`src/thwc_pkg.sv`:
```
// ----------------------------------------------------------------------------
// thwc_pkg
// Shared types and constants of the time histogram wake convolution unit.
// ----------------------------------------------------------------------------
package thwc_pkg;

  localparam logic [1:0] MODE_LOAD    = 2'd0;
  localparam logic [1:0] MODE_BIN     = 2'd1;
  localparam logic [1:0] MODE_COMPUTE = 2'd2;

  localparam logic [2:0] REG_FIRST  = 3'd0;
  localparam logic [2:0] REG_WIDTH  = 3'd1;
  localparam logic [2:0] REG_COUNT  = 3'd2;
  localparam logic [2:0] REG_WLEN   = 3'd3;
  localparam logic [2:0] REG_ORIGIN = 3'd4;
  localparam logic [2:0] REG_SCALE  = 3'd5;

  localparam int CFG_WIDTH = 32;

  // commands from controller to datapath
  typedef struct packed {
    logic div_start;   // load dividend/divisor, begin divide
    logic div_step;    // one restoring step
    logic bin_finish;  // update histogram from quotient, load bin result
    logic load_wake;   // write wake sample
    logic conv_clear;  // clear accumulator, j := 0
    logic conv_step;   // one multiply-accumulate
    logic conv_finish; // start scaling of sum
    logic scale_step;  // register scaled product
    logic volt_load;   // load voltage result into output register
    logic next_bin;    // advance b
    logic hist_clear;  // clear one histogram entry
  } thwc_cmd_t;

  typedef struct packed {
    logic div_done;
    logic j_last;
    logic b_last;
    logic nb_zero;
    logic clr_last;
  } thwc_stat_t;

endpackage

```
`src/thwc_ctrl.sv`:
```
// ----------------------------------------------------------------------------
// thwc_ctrl
// Sequencer: accepts input words, steps the divider, MAC and clear sweep.
// ----------------------------------------------------------------------------
module thwc_ctrl (
  input  logic                 clk,
  input  logic                 rst,
  input  logic                 in_valid,
  output logic                 in_ready,
  input  logic [1:0]           mode,
  input  logic                 out_busy,
  input  thwc_pkg::thwc_stat_t stat,
  output thwc_pkg::thwc_cmd_t  cmd
);

  typedef enum logic [8:0] {
    S_IDLE  = 9'b0_0000_0001,
    S_DIV   = 9'b0_0000_0010,
    S_BINW  = 9'b0_0000_0100,
    S_MAC   = 9'b0_0000_1000,
    S_SCALE = 9'b0_0001_0000,
    S_SAT   = 9'b0_0010_0000,
    S_EMIT  = 9'b0_0100_0000,
    S_CLR   = 9'b0_1000_0000,
    S_BINR  = 9'b1_0000_0000
  } state_t;

  state_t state, state_next;

  assign in_ready = (state == S_IDLE);

  always_comb begin
    state_next = state;
    cmd = '0;
    unique case (state)
      S_IDLE: begin
        if (in_valid) begin
          unique case (mode)
            thwc_pkg::MODE_LOAD: cmd.load_wake = 1'b1;
            thwc_pkg::MODE_BIN: begin
              cmd.div_start = 1'b1;
              state_next = S_DIV;
            end
            thwc_pkg::MODE_COMPUTE: begin
              cmd.conv_clear = 1'b1;
              state_next = stat.nb_zero ? S_CLR : S_MAC;
            end
            default: ;
          endcase
        end
      end
      S_DIV: begin
        cmd.div_step = 1'b1;
        if (stat.div_done) state_next = S_BINR;
      end
      // quotient is final; the histogram entry of the bin is read here
      S_BINR: begin
        state_next = S_BINW;
      end
      S_BINW: begin
        if (!out_busy) begin
          cmd.bin_finish = 1'b1;
          state_next = S_IDLE;
        end
      end
      S_MAC: begin
        cmd.conv_step = 1'b1;
        if (stat.j_last) state_next = S_SCALE;
      end
      S_SCALE: begin
        cmd.conv_finish = 1'b1;
        state_next = S_SAT;
      end
      S_SAT: begin
        cmd.scale_step = 1'b1;
        state_next = S_EMIT;
      end
      S_EMIT: begin
        if (!out_busy) begin
          cmd.volt_load = 1'b1;
          if (stat.b_last) begin
            state_next = S_CLR;
          end else begin
            cmd.next_bin = 1'b1;
            cmd.conv_clear = 1'b1;
            state_next = S_MAC;
          end
        end
      end
      S_CLR: begin
        cmd.hist_clear = 1'b1;
        if (stat.clr_last) state_next = S_IDLE;
      end
      default: state_next = S_IDLE;
    endcase
  end

  // sweep the histogram clear right after reset
  always_ff @(posedge clk) begin
    if (rst) state <= S_CLR;
    else     state <= state_next;
  end

endmodule

```
`config.mk`:
```
export PLATFORM = sky130hd
export DESIGN_NAME = thwc_ctrl
export DESIGN_NICKNAME = d
export VERILOG_FILES = /design/src/thwc_pkg.sv /design/src/thwc_ctrl.sv
export SDC_FILE = /design/constraint.sdc
export NUM_CORES = 1
export LEC_CHECK = 0
export BUFFER_PORTS_ARGS = -buffer_cell sky130_fd_sc_hd__buf_4
export CAP_MARGIN = 5
export CORE_MARGIN = 10
export CORE_UTILIZATION = 45
export CTS_CLUSTER_SIZE = 14
export DETAILED_ROUTE_END_ITERATION = 10
export PLACE_DENSITY = 0.72
export SETUP_SLACK_MARGIN = 0.15
export SYNTH_ARGS = -nofsm -noshare
export SYNTH_HDL_FRONTEND = slang
export SYNTH_SLANG_ARGS = --single-unit
```
`constraint.sdc`:
```
create_clock -name clk -period 2.9 [get_ports clk]
set_clock_uncertainty 0.15 [all_clocks]
set_input_delay 0.58 -clock clk [delete_from_list [all_inputs] [get_ports clk]]
set_output_delay 0.58 -clock clk [all_outputs]
set_load 0.02 [all_outputs]
```
==> flow_summary_export.csv, run 1 <==
group,metric,value,unit
die,num_rows,14,
outcome,status,"finished clean",
sta,fmax,366,MHz
cts,cts_tree,"built",
global_route,grtUsageTotal,0.110,
cts,clk_latency,0.26,ns
layout,drive_gt1_frac,0.513,
sta,hold_ws,0.365,ns
cts,cts.sink_count,9,
cts,cts-root-buf,"clkbuf_4",
sta,fin_crit_sh,0.942,
layout,fin_nets,125,
drt,drt_pass1_iterations,4,
setup_path,worstPathArrival,2.00,ns
drt,wire_per_inst,15.2,um
worst_hold_path,hold_path.class,"reg -> reg",
power,leakage,0.417,nW
global_route,grt_pass1_vias,735,
yosys,syn_area,693,um^2
global_route,grt_pass1_wl,3190,um
sta,worst_slew_pin_slew,0.443,ns
die,die_h,59.2,um
cts,h-tree-depth,1,
sta,rsz0062_at_grt,"true",
cts,clk_path_buf_depth,2,
setup_path,end_kind,"output port",
layout,reg.largest.list,"state (9)",
drt,postRouteAntennaNets,0,
yosys,synth-seq-cells,9,
drt,num_vias,751,
global_route,antenna_found_initial,0,
layout,fill_cells,133,
drt,wirelength,1970,um
layout,final_common_cell,"buf_4",
layout,largest_reg_flops,9,
sta,hold_viol,0,
yosys,ys_warn_count,0,
drt,vias_per_cell,5.82,
global_route,grt.overflow.total,0,
placement,place.gp.congestion,0.782,
layout,instances_no_fill,129,
job,cap_violations,0,
cts,cts_buffers,3,
yosys,syn-num-nets,94,
placement,io_buffers,22,
setup_path,path_class,"reg -> out",
die,dieArea,0.00351,mm^2
setup_path,crit_path_max_fanout,5,
die,die_w,59.2,um
placement,dp.cells,119,
power,power,384,uW
sta,fin_tns_setup,0,ns
die,start_util,0.466,
drt,drc,0,
sta,fin_crit,2.73,ns
drt,dr.first_iter.drc_count,26,
sta,slew_violations,0,
yosys,syn-instance-count,83,
placement,dp_hpwl,1490,um
yosys,avgSynthCellArea,8.35,um^2
setup_path,crit_required,2.17,ns
layout,antennaDiodeCount,0,
cts,path_clk_slew,0.07,ns
yosys,yosysUniqueCellTypes,40,
layout,final_core_util,0.669,
sta,setup_viol,0,
cts,cts_hold_buf,0,
die,pin_count,23,
layout,mostFrequentLayoutCells,"buf_4, o21ai_0, nor3_1, nor2_1, dfxtp_1",
setup_path,crit_path_start_kind,"flip-flop",
yosys,seq_area_frac_synth,0.260,
power,ir_worst_vdd,0.348,mV
layout,regMostFlops,"state",
global_route,grt_max_degree,11,
sta,max_slew_margin,0.697,
die,core,0.00149,mm^2
layout,syn_to_final_growth,43.7,%
power,power_density,386,mW/mm^2
-- worst paths after layout --
path	slack (ns)	depth (start not counted)	start	endpoint
setup / recovery	0.17	6	state[4]	cmd[10]
hold / removal	0.36	2	state[2]	state[2]
hold reg to reg	0.36	2	state[2]	state[2]
setup reg to reg	0.51	7	state[4]	state[1]
-- synth_stat cells --
cell | n | share of area
or3_4 | 1 | 0.016
buf_6 | 1 | 0.016
inv_1 | 2 | 0.011
or2_0 | 1 | 0.0090
and3_1 | 1 | 0.0090
dfxtp_1 | 9 | 0.26
or4b_1 | 1 | 0.014
xnor2_1 | 1 | 0.013
a21oi_1 | 3 | 0.022
nand2b_1 | 1 | 0.0090
a32oi_1 | 2 | 0.025
xor2_1 | 3 | 0.038
buf_2 | 1 | 0.0072
a2111oi_0 | 1 | 0.013
nor3b_1 | 3 | 0.032
and2_1 | 1 | 0.0090
o21ba_2 | 1 | 0.014
nor2_1 | 7 | 0.038
nand2_1 | 1 | 0.0054
a31o_2 | 2 | 0.025
or2_4 | 1 | 0.013
clkbuf_1 | 1 | 0.0054
or4b_2 | 1 | 0.014
nor2b_1 | 2 | 0.018
nor4b_4 | 1 | 0.034
nand3_1 | 1 | 0.0072
nor3_1 | 7 | 0.051
nand3b_1 | 3 | 0.032
or3b_2 | 2 | 0.025
and4bb_2 | 1 | 0.018
or2_2 | 1 | 0.0090
buf_1 | 1 | 0.0054
or3_1 | 2 | 0.018
nor4_1 | 1 | 0.0090
nor4b_1 | 3 | 0.038
o21a_1 | 2 | 0.022
o21ai_0 | 7 | 0.051
mux2_2 | 1 | 0.016
and4b_1 | 1 | 0.014
o22a_1 | 1 | 0.013
-- cells by family after synthesis --
| group | count (synthesis) | share of synthesized area |
|---|---|---|
| DFF | 9 | 0.260 |
| xor gates and xnor gates | 4 | 0.0506 |
| AOI/OAI and AO/OA | 19 | 0.184 |
| and+or+nand+nor | 44 | 0.444 |
| buffers and inverters | 6 | 0.0451 |
| muxes | 1 | 0.0162 |
-- layout make-up --
cell class,instances,area (um^2),area share
inverters,2,7.51,0.00754
well taps,16,20.0,0.0201
repair buffers,30,229,0.230
flip-flops and latches,9,194,0.195
clock buffers,4,26.3,0.0264
multi-input cells,68,519,0.521
-- critical path: stages (launching register included) --
cell and delay (ns):
dfxtp_4 0.36, or3_4 0.41, or2_4 0.27, nor4b_4 0.25
nand2_2 0.11, nor3b_2 0.17, buf_4 0.16
-- per-stage QoR --
step,worst slack (ns),area [um^2]
finish,0.169,996
global route,0.0551,996
CTS,0.141,938
detailed placement,0.372,880
global placement,0.387,880
floorplan,0.102,703
-- where the power goes --
part / internal, mW / leakage [nW] / switching [mW] / total, mW
Sequential: 0.128 / 0.0767 / 0.0126 / 0.140
Combinational: 0.0759 / 0.326 / 0.0694 / 0.145
Clock: 0.0530 / 0.0150 / 0.0457 / 0.0988
-- routing by layer --
layer	share of wire	wire (um)	track usage	vias up
li1	-	-	-	374
met1	0.44	856	0.133	352
met2	0.49	963	0.183	23
met3	0.068	134	0.0429	2
met4	0.0051	10	0.0131	0
met5	0	0	0	-
-- repair_timing --
action / in CTS / in global routing
gates resized for setup: 6 / 9
setup endpoints to repair: 4 / 8
pin swaps: 1 / 1
buffers inserted: 2 / 4
Note: power is estimated with default switching activity, not from simulation.
==> run 2, diff against run 1 <==
--- a/config.mk
+++ b/config.mk
@@ -12,6 +12,7 @@
 export CTS_CLUSTER_SIZE = 14
 export DETAILED_ROUTE_END_ITERATION = 10
 export PLACE_DENSITY = 0.72
+export RECOVER_POWER = 100
 export SETUP_SLACK_MARGIN = 0.15
 export SYNTH_ARGS = -nofsm -noshare
 export SYNTH_HDL_FRONTEND = slang
==> run 2 against run 1 <==
Combinational power is 4% lower. Maximum frequency decreased by 0.78%. Hold slack barely moved. Critical endpoint is now cmd[6]. Highest routed layer unchanged.
==> flow_summary_export.csv, run 2 (synthesis gave the netlist of run 1 again) <==
group,metric,value,unit
setup_path,path_class,"reg -> out",
drt,dr.first_iter.drc_count,26,
cts,clk_path_buf_depth,2,
global_route,grt_pass1_vias,735,
power,leakage,0.391,nW
cts,cts_tree,"built",
die,start_util,0.466,
cts,path_clk_slew,0.07,ns
layout,multi_input_area,507,um^2
cts,cts.sink_count,9,
sta,hold_viol,0,
placement,dp.cells,119,
drt,top_layer,"met4",
die,die_h,59.2,um
drt,wirelength,2000,um
drt,postRouteAntennaNets,0,
sta,fin_crit_sh,0.949,
drt,dr_wl_met3,137,um
global_route,grtUsageTotal,0.110,
setup_path,startpoint,"state[4]",
layout,regMostFlops,"state",
setup_path,end_kind,"output port",
power,p_int,250,uW
layout,final_common_cell,"buf_4",
cts,clk_latency,0.26,ns
layout,fin_nets,125,
power,power_density,393,mW/mm^2
layout,mostFrequentLayoutCells,"buf_4, o21ai_0, clkbuf_1",
layout,drive_gt1_frac,0.442,
cts,h-tree-depth,1,
power,power,377,uW
global_route,grt.overflow.total,0,
setup_path,crit_path_end,"cmd[6]",
sta,fin_crit,2.75,ns
worst_hold_path,hold_path.class,"reg -> reg",
drt,vias_per_cell,5.88,
die,num_rows,14,
die,die_w,59.2,um
outcome,status,"finished clean",
power,ir_worst_vdd,0.348,mV
setup_path,r2r_cells,7,
placement,io_buffers,22,
global_route,antenna_found_initial,0,
placement,dp_hpwl,1490,um
layout,largest_reg_flops,9,
die,core,0.00149,mm^2
layout,syn_to_final_growth,38.3,%
placement,place.gp.congestion,0.782,
setup_path,r2r-start,"state[4]",
layout,register_area,194,um^2
drt,num_vias,758,
die,dieArea,0.00351,mm^2
setup_path,crit_path_max_fanout,5,
setup_path,crit_required,2.17,ns
power,p_comb_frac,0.369,
setup_path,reg2reg_to,"state[1]",
drt,wl_met2,947,um
job,cap_violations,0,
drt,drt_pass1_iterations,4,
sta,fmax,363,MHz
setup_path,ff2ff_setup_slack,0.50,ns
power,switchingPower,127,uW
sta,slew_violations,0,
setup_path,worstPathArrival,2.02,ns
setup_path,crit_path_start_kind,"flip-flop",
die,pin_count,23,
drt,m1WireLength,878,um
power,sw_frac_of_total,0.336,
sta,rsz0062_at_grt,"true",
cts,cts-root-buf,"clkbuf_4",
power,pwr-share-clk,0.261,
global_route,grt_max_degree,11,
drt,drc,0,
layout,antennaDiodeCount,0,
sta,setup_viol,0,
sta,fin_tns_setup,0,ns
sta,max_slew_margin,0.682,
layout,fill_cells,139,
drt,wire_per_inst,15.5,um
sta,worst_slew_pin_slew,0.466,ns
power,power_frac_seq,0.370,
layout,instances_no_fill,129,
cts,cts_buffers,3,
global_route,grt_pass1_wl,3190,um
layout,reg.largest.list,"state (9)",
[run 2: cell count changes in the layout (fill, tap and decap cells not counted), sizes merged]
cell | before | now
buf | 30 | 23
clkbuf | 4 | 11
[run 2: power groups by stage]
stage / sequential (mW) / combinational, mW / clock (mW)
after floorplan: 0.137 / 0.0872 / 0
after global placement: 0.144 / 0.124 / 0
after detailed placement: 0.144 / 0.125 / 0
after CTS: 0.142 / 0.134 / 0.0998
after global routing: 0.142 / 0.150 / 0.106
final: 0.140 / 0.139 / 0.0983
[run 2: worst min path at each step]
stage	start	slack [ns]	depth (start not counted)	end
4_1_cts	state[2]	0.38	2	state[2]
3_5_place_dp	state[2]	0.40	2	state[2]
6_report	state[2]	0.36	2	state[2]
5_1_grt	state[2]	0.40	2	state[2]
2_1_floorplan	state[2]	0.36	2	state[2]
3_3_place_gp	state[2]	0.40	2	state[2]
[run 2: repair_timing]
action                                  CTS  global route
pin swaps                                 1             1
setup buffers                             2             4
gates resized for setup                   6             9
endpoints found under the setup margin    4             8
hold buffers                              0             0
[run 2: final cells by class]
cell class / count / share of cell area
clock buffer: 4 / 0.0274
inverter: 2 / 0.00783
multi-input combinational: 68 / 0.529
sequential: 9 / 0.202
tap: 16 / 0.0209
timing repair buffer: 30 / 0.213
[run 2: metal layers]
layer  vias to the layer above  global-route usage
met1                       346               0.133
met5                         -                   0
li1                        372                   -
met4                         0              0.0131
met2                        32               0.183
met3                         8              0.0429
[run 2: metrics by stage]
stage / cell area (um^2) / utilization / hold WS, ns / worst slack (ns)
2_1_floorplan: 703 / - / 0.355 / 0.102
3_3_place_gp: 880 / 0.591 / 0.399 / 0.387
3_5_place_dp: 880 / 0.591 / 0.403 / 0.372
4_1_cts: 938 / 0.630 / 0.376 / 0.141
5_1_grt: 958 / 0.644 / 0.402 / 0.0375
6_report: 958 / 0.644 / 0.365 / 0.147
[run 2: critical path: stages, from the launching register on]
cell      delay [ns]
dfxtp_4         0.36
or3_4           0.41
or2_4           0.27
nor4b_4         0.25
buf_4           0.17
a31o_2          0.14
clkbuf_2        0.16
